--- config.mk ---
export PLATFORM = sky130hd
export DESIGN_NAME = max_unpool3d_scatter_address_core
export DESIGN_NICKNAME = d
export VERILOG_FILES = /design/src/hdl/mu3_pkg.sv /design/src/hdl/mu3_front.sv /design/src/hdl/mu3_fifo.sv /design/src/hdl/mu3_back.sv /design/src/hdl/max_unpool3d_scatter_address_core.sv
export SDC_FILE = /design/constraint.sdc
export NUM_CORES = 2
export LEC_CHECK = 0
export BUFFER_PORTS_ARGS = -buffer_cell sky130_fd_sc_hd__buf_2
export CORE_MARGIN = 10
export CORE_UTILIZATION = 65
export CTS_CLUSTER_SIZE = 24
export DETAILED_ROUTE_END_ITERATION = 8
export PLACE_DENSITY = 0.85
export SLEW_MARGIN = 0
export SYNTH_ARGS = -nofsm -noshare
export SYNTH_HDL_FRONTEND = slang
export SYNTH_SLANG_ARGS = --single-unit
--- constraint.sdc ---
create_clock -name i_clk -period 18.65 [get_ports i_clk]
set_clock_uncertainty 0.2 [all_clocks]
set_input_delay 2.7975 -clock i_clk [delete_from_list [all_inputs] [get_ports i_clk]]
set_output_delay 2.7975 -clock i_clk [all_outputs]
set_load 0.05 [all_outputs]
--- src/hdl/mu3_pkg.sv ---
// Shared types, constants and register indexes for the 3-D max-unpooling scatter address core.
package mu3_pkg;

    localparam int MAX_SLICES = 1024;
    localparam int ADDR_BITS  = 32;
    localparam int SLICE_W    = $clog2(MAX_SLICES);
    localparam int Q_DEPTH    = 2;
    localparam int Q_PTR_W    = (Q_DEPTH > 1) ? $clog2(Q_DEPTH) : 1;
    localparam int Q_CNT_W    = $clog2(Q_DEPTH + 1);
    localparam int CFG_IDX_W  = 3;
    localparam int CFG_DATA_W = 24;
    localparam int TGT_W      = 18;

    localparam logic [31:0] ADDR_MASK = (ADDR_BITS >= 32) ? 32'hFFFF_FFFF :
                                        32'((64'd1 << ADDR_BITS) - 64'd1);

    localparam logic [CFG_IDX_W-1:0] CFG_IN_DEPTH   = 3'd0;
    localparam logic [CFG_IDX_W-1:0] CFG_IN_HEIGHT  = 3'd1;
    localparam logic [CFG_IDX_W-1:0] CFG_IN_WIDTH   = 3'd2;
    localparam logic [CFG_IDX_W-1:0] CFG_OUT_DEPTH  = 3'd3;
    localparam logic [CFG_IDX_W-1:0] CFG_OUT_HEIGHT = 3'd4;
    localparam logic [CFG_IDX_W-1:0] CFG_OUT_WIDTH  = 3'd5;
    localparam logic [CFG_IDX_W-1:0] CFG_STRIDE     = 3'd6;
    localparam logic [CFG_IDX_W-1:0] CFG_PAD        = 3'd7;

    typedef struct packed {
        logic [8:0]  in_depth;
        logic [8:0]  in_height;
        logic [8:0]  in_width;
        logic [8:0]  out_depth;
        logic [8:0]  out_height;
        logic [8:0]  out_width;
        logic [23:0] stride_packed;
        logic [23:0] pad_packed;
    } t_cfg;

    typedef struct packed {
        logic [31:0] element_value;
        logic [7:0]  offset_depth;
        logic [7:0]  offset_height;
        logic [7:0]  offset_width;
        logic        first_item;
    } t_in_word;

    typedef struct packed {
        logic [31:0] write_address;
        logic [31:0] write_value;
        logic        write_enable;
        logic        error_seen;
        logic [31:0] error_address;
    } t_out_word;

    // Classified word handed from the front to the back through the queue.
    typedef struct packed {
        logic [31:0]             value;
        logic [31:0]             depth_term;
        logic signed [TGT_W-1:0] tgt_h;
        logic signed [TGT_W-1:0] tgt_w;
        logic                    in_range;
        logic                    first;
    } t_q_entry;

endpackage

--- src/hdl/mu3_front.sv ---
// Front end: accepts input words, tracks position counters and classifies each target.
module mu3_front import mu3_pkg::*; (
    input  logic     i_clk,
    input  logic     i_rst_n,
    input  t_cfg     i_cfg,
    input  logic     i_valid,
    output logic     o_ready,
    input  t_in_word i_data,
    input  logic     i_full,
    output logic     o_push,
    output t_q_entry o_entry
);

    logic [SLICE_W-1:0] r_slice, n_slice, slice_d;
    logic [7:0]         r_dpos, n_dpos, dpos_d;
    logic [7:0]         r_hpos, n_hpos, hpos_d;
    logic [7:0]         r_wpos, n_wpos, wpos_d;

    logic [8:0]         d_nx, h_nx, w_nx;
    logic               d_wrap, h_wrap, w_wrap;
    logic [SLICE_W:0]   s_nx;

    logic signed [TGT_W-1:0] tgt_d, tgt_h, tgt_w;
    logic                    in_d, in_h, in_w;

    assign o_ready = !i_full;
    assign o_push  = i_valid && !i_full;

    always_comb begin
        slice_d = i_data.first_item ? '0 : r_slice;
        dpos_d  = i_data.first_item ? '0 : r_dpos;
        hpos_d  = i_data.first_item ? '0 : r_hpos;
        wpos_d  = i_data.first_item ? '0 : r_wpos;

        tgt_d = TGT_W'({10'd0, dpos_d} * {10'd0, i_cfg.stride_packed[7:0]})
              - TGT_W'(i_cfg.pad_packed[7:0]) + TGT_W'(i_data.offset_depth);
        tgt_h = TGT_W'({10'd0, hpos_d} * {10'd0, i_cfg.stride_packed[15:8]})
              - TGT_W'(i_cfg.pad_packed[15:8]) + TGT_W'(i_data.offset_height);
        tgt_w = TGT_W'({10'd0, wpos_d} * {10'd0, i_cfg.stride_packed[23:16]})
              - TGT_W'(i_cfg.pad_packed[23:16]) + TGT_W'(i_data.offset_width);

        in_d = !tgt_d[TGT_W-1] && (tgt_d[TGT_W-2:0] < (TGT_W-1)'(i_cfg.out_depth));
        in_h = !tgt_h[TGT_W-1] && (tgt_h[TGT_W-2:0] < (TGT_W-1)'(i_cfg.out_height));
        in_w = !tgt_w[TGT_W-1] && (tgt_w[TGT_W-2:0] < (TGT_W-1)'(i_cfg.out_width));

        o_entry.value      = i_data.element_value;
        o_entry.depth_term = 32'({{(32-SLICE_W){1'b0}}, slice_d} * {23'd0, i_cfg.out_depth})
                           + {{(32-TGT_W){tgt_d[TGT_W-1]}}, tgt_d};
        o_entry.tgt_h      = tgt_h;
        o_entry.tgt_w      = tgt_w;
        o_entry.in_range   = in_d && in_h && in_w;
        o_entry.first      = i_data.first_item;

        w_nx   = {1'b0, wpos_d} + 9'd1;
        h_nx   = {1'b0, hpos_d} + 9'd1;
        d_nx   = {1'b0, dpos_d} + 9'd1;
        s_nx   = {1'b0, slice_d} + (SLICE_W+1)'(1);
        w_wrap = (w_nx >= i_cfg.in_width)  || (w_nx > 9'd255);
        h_wrap = (h_nx >= i_cfg.in_height) || (h_nx > 9'd255);
        d_wrap = (d_nx >= i_cfg.in_depth)  || (d_nx > 9'd255);

        n_wpos  = w_wrap ? '0 : w_nx[7:0];
        n_hpos  = hpos_d;
        n_dpos  = dpos_d;
        n_slice = slice_d;
        if (w_wrap) begin
            n_hpos = h_wrap ? '0 : h_nx[7:0];
            if (h_wrap) begin
                n_dpos = d_wrap ? '0 : d_nx[7:0];
                if (d_wrap) begin
                    n_slice = (s_nx >= (SLICE_W+1)'(MAX_SLICES)) ? '0 : s_nx[SLICE_W-1:0];
                end
            end
        end
    end

    always_ff @(posedge i_clk) begin
        if (!i_rst_n) begin
            r_slice <= '0;
            r_dpos  <= '0;
            r_hpos  <= '0;
            r_wpos  <= '0;
        end else if (o_push) begin
            r_slice <= n_slice;
            r_dpos  <= n_dpos;
            r_hpos  <= n_hpos;
            r_wpos  <= n_wpos;
        end
    end

endmodule

--- src/hdl/mu3_fifo.sv ---
// Short queue that decouples the front end from the address back end.
module mu3_fifo import mu3_pkg::*; (
    input  logic     i_clk,
    input  logic     i_rst_n,
    input  logic     i_push,
    input  t_q_entry i_entry,
    input  logic     i_pop,
    output t_q_entry o_head,
    output logic     o_empty,
    output logic     o_full
);

    t_q_entry             r_mem [Q_DEPTH];
    logic [Q_PTR_W-1:0]   r_wptr, r_rptr;
    logic [Q_CNT_W-1:0]   r_count;

    assign o_empty = (r_count == '0);
    assign o_full  = (r_count == Q_CNT_W'(Q_DEPTH));
    assign o_head  = r_mem[r_rptr];

    always_ff @(posedge i_clk) begin
        if (i_push) begin
            r_mem[r_wptr] <= i_entry;
        end
    end

    always_ff @(posedge i_clk) begin
        if (!i_rst_n) begin
            r_wptr  <= '0;
            r_rptr  <= '0;
            r_count <= '0;
        end else begin
            if (i_push) begin
                r_wptr <= (r_wptr == Q_PTR_W'(Q_DEPTH - 1)) ? '0 : r_wptr + Q_PTR_W'(1);
            end
            if (i_pop) begin
                r_rptr <= (r_rptr == Q_PTR_W'(Q_DEPTH - 1)) ? '0 : r_rptr + Q_PTR_W'(1);
            end
            if (i_push && !i_pop) begin
                r_count <= r_count + Q_CNT_W'(1);
            end else if (i_pop && !i_push) begin
                r_count <= r_count - Q_CNT_W'(1);
            end
        end
    end

    a_count_bound: assert property (@(posedge i_clk) disable iff (!i_rst_n)
        r_count <= Q_CNT_W'(Q_DEPTH)) else $error("queue count out of range");
    a_no_pop_empty: assert property (@(posedge i_clk) disable iff (!i_rst_n)
        i_pop |-> !o_empty) else $error("queue popped while empty");
    a_no_push_full: assert property (@(posedge i_clk) disable iff (!i_rst_n)
        i_push |-> !o_full) else $error("queue pushed while full");

endmodule

--- src/hdl/mu3_back.sv ---
// Back end: forms the flat address, applies the range result and keeps the error record.
module mu3_back import mu3_pkg::*; (
    input  logic      i_clk,
    input  logic      i_rst_n,
    input  t_cfg      i_cfg,
    input  logic      i_empty,
    input  t_q_entry  i_head,
    output logic      o_pop,
    output logic      o_valid,
    input  logic      i_ready,
    output t_out_word o_data
);

    typedef struct packed {
        logic [31:0]             value;
        logic [31:0]             plane_term;
        logic signed [TGT_W-1:0] tgt_w;
        logic                    in_range;
        logic                    first;
    } t_s1;

    t_s1         r_s1;
    logic        r_s1v;
    logic        r_ov;
    t_out_word   r_out;
    logic        r_err;
    logic [31:0] r_bad;

    logic        out_go;
    logic [31:0] idx;
    logic        n_err;
    logic [31:0] n_bad;

    assign out_go  = r_s1v && (!r_ov || i_ready);
    assign o_pop   = !i_empty && (!r_s1v || out_go);
    assign o_valid = r_ov;
    assign o_data  = r_out;

    always_comb begin
        idx   = (32'(r_s1.plane_term * {23'd0, i_cfg.out_width})
              + {{(32-TGT_W){r_s1.tgt_w[TGT_W-1]}}, r_s1.tgt_w}) & ADDR_MASK;
        n_err = (r_s1.first ? 1'b0 : r_err) || !r_s1.in_range;
        n_bad = !r_s1.in_range ? idx : (r_s1.first ? 32'd0 : r_bad);
    end

    always_ff @(posedge i_clk) begin
        if (o_pop) begin
            r_s1.value      <= i_head.value;
            r_s1.plane_term <= 32'(i_head.depth_term * {23'd0, i_cfg.out_height})
                             + {{(32-TGT_W){i_head.tgt_h[TGT_W-1]}}, i_head.tgt_h};
            r_s1.tgt_w      <= i_head.tgt_w;
            r_s1.in_range   <= i_head.in_range;
            r_s1.first      <= i_head.first;
        end
        if (out_go) begin
            r_out.write_address <= r_s1.in_range ? idx : 32'd0;
            r_out.write_value   <= r_s1.value;
            r_out.write_enable  <= r_s1.in_range;
            r_out.error_seen    <= n_err;
            r_out.error_address <= n_bad;
        end
    end

    always_ff @(posedge i_clk) begin
        if (!i_rst_n) begin
            r_s1v <= 1'b0;
            r_ov  <= 1'b0;
            r_err <= 1'b0;
            r_bad <= '0;
        end else begin
            if (o_pop) begin
                r_s1v <= 1'b1;
            end else if (out_go) begin
                r_s1v <= 1'b0;
            end
            if (out_go) begin
                r_ov  <= 1'b1;
                r_err <= n_err;
                r_bad <= n_bad;
            end else if (i_ready) begin
                r_ov <= 1'b0;
            end
        end
    end

    a_drop_flags_error: assert property (@(posedge i_clk) disable iff (!i_rst_n)
        (o_valid && !o_data.write_enable) |-> o_data.error_seen)
        else $error("suppressed write without error flag");
    a_drop_zero_addr: assert property (@(posedge i_clk) disable iff (!i_rst_n)
        (o_valid && !o_data.write_enable) |-> (o_data.write_address == 32'd0))
        else $error("suppressed write carries an address");
    a_stage_holds: assert property (@(posedge i_clk) disable iff (!i_rst_n)
        (r_s1v && !out_go) |=> r_s1v) else $error("stalled stage lost its word");

endmodule

--- src/hdl/max_unpool3d_scatter_address_core.sv ---
// Top level: configuration registers, front end, queue and address back end.
// Each word passes the front end, queue, back-end stage and output register.
// One word per cycle unless stalled, as each stage refills as it passes one on.
// Output stalls back up through the two-entry queue before the input ready drops.
// Reset is synchronous and active low; it restores the default configuration and
// clears the position counters, the queue, the error record and all valid flags.
module max_unpool3d_scatter_address_core import mu3_pkg::*; (
    input  logic                  i_clk,
    input  logic                  i_rst_n,
    input  logic                  i_cfg_we,
    input  logic [CFG_IDX_W-1:0]  i_cfg_idx,
    input  logic [CFG_DATA_W-1:0] i_cfg_data,
    input  logic                  i_valid,
    output logic                  o_ready,
    input  t_in_word              i_data,
    output logic                  o_valid,
    input  logic                  i_ready,
    output t_out_word             o_data
);

    t_cfg     r_cfg;
    logic     q_push, q_pop, q_empty, q_full;
    t_q_entry q_in, q_head;

    always_ff @(posedge i_clk) begin
        if (!i_rst_n) begin
            r_cfg.in_depth      <= 9'd1;
            r_cfg.in_height     <= 9'd1;
            r_cfg.in_width      <= 9'd1;
            r_cfg.out_depth     <= 9'd1;
            r_cfg.out_height    <= 9'd1;
            r_cfg.out_width     <= 9'd1;
            r_cfg.stride_packed <= 24'h01_0101;
            r_cfg.pad_packed    <= 24'h00_0000;
        end else if (i_cfg_we) begin
            case (i_cfg_idx)
                CFG_IN_DEPTH:   r_cfg.in_depth      <= i_cfg_data[8:0];
                CFG_IN_HEIGHT:  r_cfg.in_height     <= i_cfg_data[8:0];
                CFG_IN_WIDTH:   r_cfg.in_width      <= i_cfg_data[8:0];
                CFG_OUT_DEPTH:  r_cfg.out_depth     <= i_cfg_data[8:0];
                CFG_OUT_HEIGHT: r_cfg.out_height    <= i_cfg_data[8:0];
                CFG_OUT_WIDTH:  r_cfg.out_width     <= i_cfg_data[8:0];
                CFG_STRIDE:     r_cfg.stride_packed <= i_cfg_data;
                CFG_PAD:        r_cfg.pad_packed    <= i_cfg_data;
                default: begin
                end
            endcase
        end
    end

    mu3_front u_front (
        .i_clk   (i_clk),
        .i_rst_n (i_rst_n),
        .i_cfg   (r_cfg),
        .i_valid (i_valid),
        .o_ready (o_ready),
        .i_data  (i_data),
        .i_full  (q_full),
        .o_push  (q_push),
        .o_entry (q_in)
    );

    mu3_fifo u_fifo (
        .i_clk   (i_clk),
        .i_rst_n (i_rst_n),
        .i_push  (q_push),
        .i_entry (q_in),
        .i_pop   (q_pop),
        .o_head  (q_head),
        .o_empty (q_empty),
        .o_full  (q_full)
    );

    mu3_back u_back (
        .i_clk   (i_clk),
        .i_rst_n (i_rst_n),
        .i_cfg   (r_cfg),
        .i_empty (q_empty),
        .i_head  (q_head),
        .o_pop   (q_pop),
        .o_valid (o_valid),
        .i_ready (i_ready),
        .o_data  (o_data)
    );

endmodule
# Yosys cells after proc, flatten, opt, wreduce, memory -nomap -nowiden
# Memories as Yosys holds them, arrays and structs flattened. A register that Yosys moved wholly into a read port is not among the register bits.
# Index checks and enable logic that the tools add are counted.
dict set report totals {
  register_bits 357
  ram_bits 204
  memories 1
  out_inout_bits 100
  input_bits 89
}
# memory depth word_bits rd rd_clocked_by_memory_dff write_ports line
set memory_table {}
lappend memory_table {u_fifo.r_mem 2 102 1 1 1 mu3_fifo.sv:13} ;# t_q_entry r_mem [Q_DEPTH];
dict set report op_classes {
  mul 6
  magnitude_cmp 10
  n_eq_ne 8
  n_reduce_logical 39
  addsub 17
  mux 29
}
# cell count
set ops {}
lappend ops {{two-way mux 8 bit} 9}
lappend ops {{adder 32 bit} 2}
lappend ops {{multiplier 32 x 9 -> 32 bit} 2}
lappend ops {{two-way mux 32 bit} 2}
lappend ops {{adder 18 x 8 -> 18 bit} 3}
lappend ops {{< comparator 17 x 9 -> 1 bit} 3}
lappend ops {{subtractor 16 x 8 -> 17 bit} 3}
lappend ops {{two-way mux 10 bit} 5}
lappend ops {{multiplier 8 x 8 -> 16 bit} 3}
lappend ops {{adder 8 x 1 -> 9 bit (second input constant)} 3}
lappend ops {{greater-or-equal comparator 9 bit} 3}
lappend ops {{> comparator 9 x 8 -> 1 bit (second input constant)} 3}
lappend ops {{adder 20 x 18 -> 21 bit} 1}
lappend ops {{multiplier 10 x 9 -> 19 bit} 1}
lappend ops {{AND reduction 2 bit} 8}
lappend ops {{== test 3 bit (second input constant)} 4}
lappend ops {{adder 10 x 1 -> 11 bit (second input constant)} 1}
lappend ops {{greater-or-equal comparator 11 bit (second input constant)} 1}
lappend ops {{two-way mux 1 bit} 11}
lappend ops {{logical AND 1 bit} 10}
lappend ops {{zero test 1 bit} 10}
lappend ops {{== test 3 x 2 -> 1 bit (second input constant)} 2}
lappend ops {{logical OR 1 bit} 6}
lappend ops {{nonzero test 2 bit} 3}
lappend ops {{8 further kinds} 10}

# Logic depth before layout (Yosys ltp)
dict set report depth {
  word_depth 8
  depth_mapped 36
  mapped_depth_nobuf 31
}

# Cells and area by module
# From an unflattened synthesis, not the netlist that was laid out.
dict set report hier_totals {
  cells_unflattened 5129
  area_unflattened_um2 51773.4
}
# module cells_per_inst area_each_um2 seq_area_each_um2 instances
set by_module_without_submodules {}
lappend by_module_without_submodules {mu3_back 2290 23531.3 6165.9 1}
lappend by_module_without_submodules {mu3_front 2129 16824.9 680.7 1}
lappend by_module_without_submodules {mu3_fifo 339 7604.8 6226.0 1}
lappend by_module_without_submodules {max_unpool3d_scatter_address_core 371 3812.4 2042.0 1}

# Least setup slack after synthesis
# OpenSTA, ideal clock, no wires.
dict set report synth_path {
  path_type {input to register}
  startpoint {in i_data[0] (netlist bit)}
  endpoint {mem u_fifo.r_mem[0][1] (netlist bit) (data pin)}
  arrival_ns 10.765
  stages 34
  slack_ns 7.527
  t_required_ns 18.291
  n_path_buf 6
  path_cell_list {clkbuf_1 > buf_2 > buf_1 > clkbuf_1 > clkbuf_1 > clkbuf_1 > nor2b_1 > nand2_1 > fa_1 > inv_1 > fa_1 > fa_1 > inv_1 > fa_1 > inv_1 > ha_1 > o21ai_1 > nor2_1 > o21a_1 > nor2_1 > xnor2_1 > ha_1 > or4_1 > o22ai_1 > nor3_2 > nor2_1 > ha_1 > a22oi_1 > nand2_1 > a211o_1 > or4b_1 > or4_1 > or4_1 > nor3_2}
}
# element line
set synth_rtl {}
lappend synth_rtl {{from (decl)} max_unpool3d_scatter_address_core.sv:15} ;# input t_in_word i_data,
lappend synth_rtl {{to (decl)} mu3_fifo.sv:13}

==> run summary <==
DIE AREA: 86540 sq um
I/O pin cnt: 189
Vias per cell: 5.896
FF-to-FF path depth: 26
Die H: 294.2 microns
Hold Crit Depth: 0
Worst Path Buf+Inv: 5
Initial cell density of the core: 0.6564
Fraction of layout cells with a size suffix above 1: 0.08835
Routability cong.: 0.9130
Root buffer cell: clkbuf_16
DRC viols: 0
Global-route wire length before repair: 189000 microns
Instance count on the critical path: 28
Slew headroom: 0.1898
Antenna violations before repair: 10
Initial drt markers: 2666
Cts repair resizes: 0
Actual slew at the worst max-slew pin: 1.212 ns
Total power: 6.922 mW
Hold_sp: u_back.r_s1[58]
Final Hold Viols: 0
TritonCTS clock tree: yes
Vias: 35666
Cell Pwr Density: 132.1 nW/um^2
Clock power frac: 0.162
Total track usage: 0.2702
Clock buffer count from CTS: 55
Finish-stage setup viols: 0
Largest stage delay, worst path: 0.60 ns
WHS: 0.2179 ns
Most common cell after layout, fill and taps aside: inv_1
Std cell rows: 100
Grt ovf: 0
Status: finished, final reports clean
Crit path max fanout: 69
CP max-delay cell: nor2b_1
RSZ-0062 raised after global routing: no
Switching power: 3.059 mW
Net count, final: 6074
Vias in the first global route: 37063
Worst hold path class: flop to flop
Worst vdd ir: 0.08625 mV
Syn avg cell area: 9.881 sq um
Register area share after synthesis: 0.2958
Non-Filler Instances: 6049
Routed len/inst: 19.04 microns
Flop pwr share: 0.290
Crit. End Element: flop
Clk buf depth: 3
P_int: 3.862 mW
Top FF cell, synth: edfxtp_1
H-tree levels: 2
Largest net degree at the start of global routing: 81
DP Cell Count: 5938
Most frequent cells in the layout: 733 x inv_1, 726 x nand2_1, 582 x fa_1, 377 x ha_1, 364 x edfxtp_1
Sw frac: 0.4420
Fin. max-slew vios: 0
Pre-Repair DR Iteration Count: 6
Min Tclk post-route: 10.89 ns
Synthesized cell area: 48860 sq um
YS warnings: 0
Reg-to-reg startpoint: u_front.r_dpos[4]
Cells after synthesis: 4945
Data required time of the worst path: 18.93 ns
Clk pin slew, worst setup/hold paths: 0.06 ns
Final worst path period share: 0.5838
Core Box Area: 74450 sq um
Setup_tns: 0 ns
Worst Setup SP: i_data[0]
Crit-path most repeated cell: fa_1
Setup Fix Bufs, Post-CTS: 0
HPWL after DPL: 87130 microns
Post-synthesis async set-or-reset flop share: 0
Area grow syn2layout: 7.211%
TritonCTS Sinks: 540
CP top delay family: adder cells
Post-CTS Hold Buffers: 0
Pleak: 22.56 nW
Die width: 294.2 microns
EDFF count, synth: 364
Fmax: 0.09184 GHz
I/O Buffers: 188
Combinational share of power: 0.548
WP data arrival: 11.16 ns
CP startpoint kind: input port
Remaining antenna violation count after routing: 0
Syn nets: 5993
Detailed Route WL: 115200 microns
Synth cell types: 96
FF+latch count, synth: 540
Worst skew pair latency: 0.65 ns
MaxCap Viol Count: 0
Setup CP Type: input port to flop
==> flip-flops by register name (all words and copies together) (netlist names), named ones only <==
signal and flops:
u_fifo.r_mem 182, r_cfg 102, u_back.o_data 98, u_back.r_s1 84, u_back.r_bad 32, u_front.r_slice 10, u_front.r_dpos 8, u_front.r_hpos 8
u_front.r_wpos 8, u_fifo.r_count 2, u_back.o_valid 1, u_back.r_err 1, u_back.r_s1v 1, u_fifo.r_rptr 1, u_fifo.r_wptr 1
==> power by group through the flow <==
stage | registers, mW | clock network (mW) | logic, mW
after floorplan | 2.29 | 0 | 2.58
after global placement | 2.01 | 0 | 3.58
after detailed placement | 2.03 | 0 | 3.72
after CTS | 2.01 | 1.13 | 3.77
after global routing | 2.04 | 1.18 | 4.21
final | 2.01 | 1.12 | 3.79
==> cells in the mapped netlist (26+ instances only) <==
library cell  count  area, sq um
and2_1          317         1983
xor2_1           61        534.3
buf_1            40        150.1
nor3_1           59        295.3
dfxtp_1         176         3523
ha_1            377         4717
a21oi_1         238         1191
fa_1            582        11650
inv_1           736         2763
nand3_1          58        290.3
nand2b_1         28        175.2
nand2_1         726         2725
clkbuf_1        145        544.3
and3_1           26        162.7
o21ai_0          87        435.4
mux2_2           89         1002
nor2_1          209        784.5
o21a_1           45        337.8
nor2b_1          58        362.9
a21o_1           43        322.8
edfxtp_1        364        10930
xnor2_1         130         1139
==> cell families after synthesis <==
logic type	Yosys count	share of synthesized area
xor+xnor	196	0.03613
compound gates	638	0.08430
mux	95	0.02174
buf+inv	933	0.07211
simple gates	1584	0.1549
flops	540	0.2958
fa+ha+maj	959	0.3350
==> stage by stage <==
stage	util	cell area [sq um]	setup slack, ns
6_report	0.7037	52390	7.762
5_1_grt	0.7036	52380	7.310
4_1_cts	0.7034	52360	7.960
3_5_place_dp	0.6787	50530	7.293
3_3_place_gp	0.6787	50530	7.552
2_1_floorplan	-	48860	7.527
==> final cells by class <==
cell class | instances | area (sq um)
clock inverters | 26 | 330.3
repair buffers | 221 | 1189
diodes | 9 | 22.52
clock buffers | 76 | 1505
well taps | 969 | 1212
inverters | 736 | 2769
multi-input cells | 3472 | 30900
fillers | 5200 | 22060
flip-flops and latches | 540 | 14460
==> worst register-to-register path: cells and delay by family, from the launching register on <==
| kind | cells | cell delay (ns) |
|---|---|---|
| adders and majority gates | 7 | 2.96 |
| buffers and inverters | 3 | 0.14 |
| and+or+nand+nor | 8 | 2.66 |
| xor gates and xnor gates | 2 | 0.56 |
| DFF | 1 | 0.35 |
| AOI/OAI and AO/OA | 6 | 1.50 |
==> layer usage <==
metal,GRT usage,share of wire,vias up
met5,0,0,-
met1,0.3347,0.38,17582
met3,0.04510,0.086,306
met4,0.1124,0.043,0
met2,0.4650,0.49,1574
li1,-,-,16204
==> path summary, 6_finish.rpt <==
path / endpoint / slack, ns
setup / recovery: u_fifo.r_mem[1][1] / 7.76
hold / removal: u_back.o_data[40] / 0.22
setup reg to reg: u_fifo.r_mem[1][1] / 10.09
hold reg to reg: u_back.o_data[40] / 0.22
(Power assumes the default switching activity.)
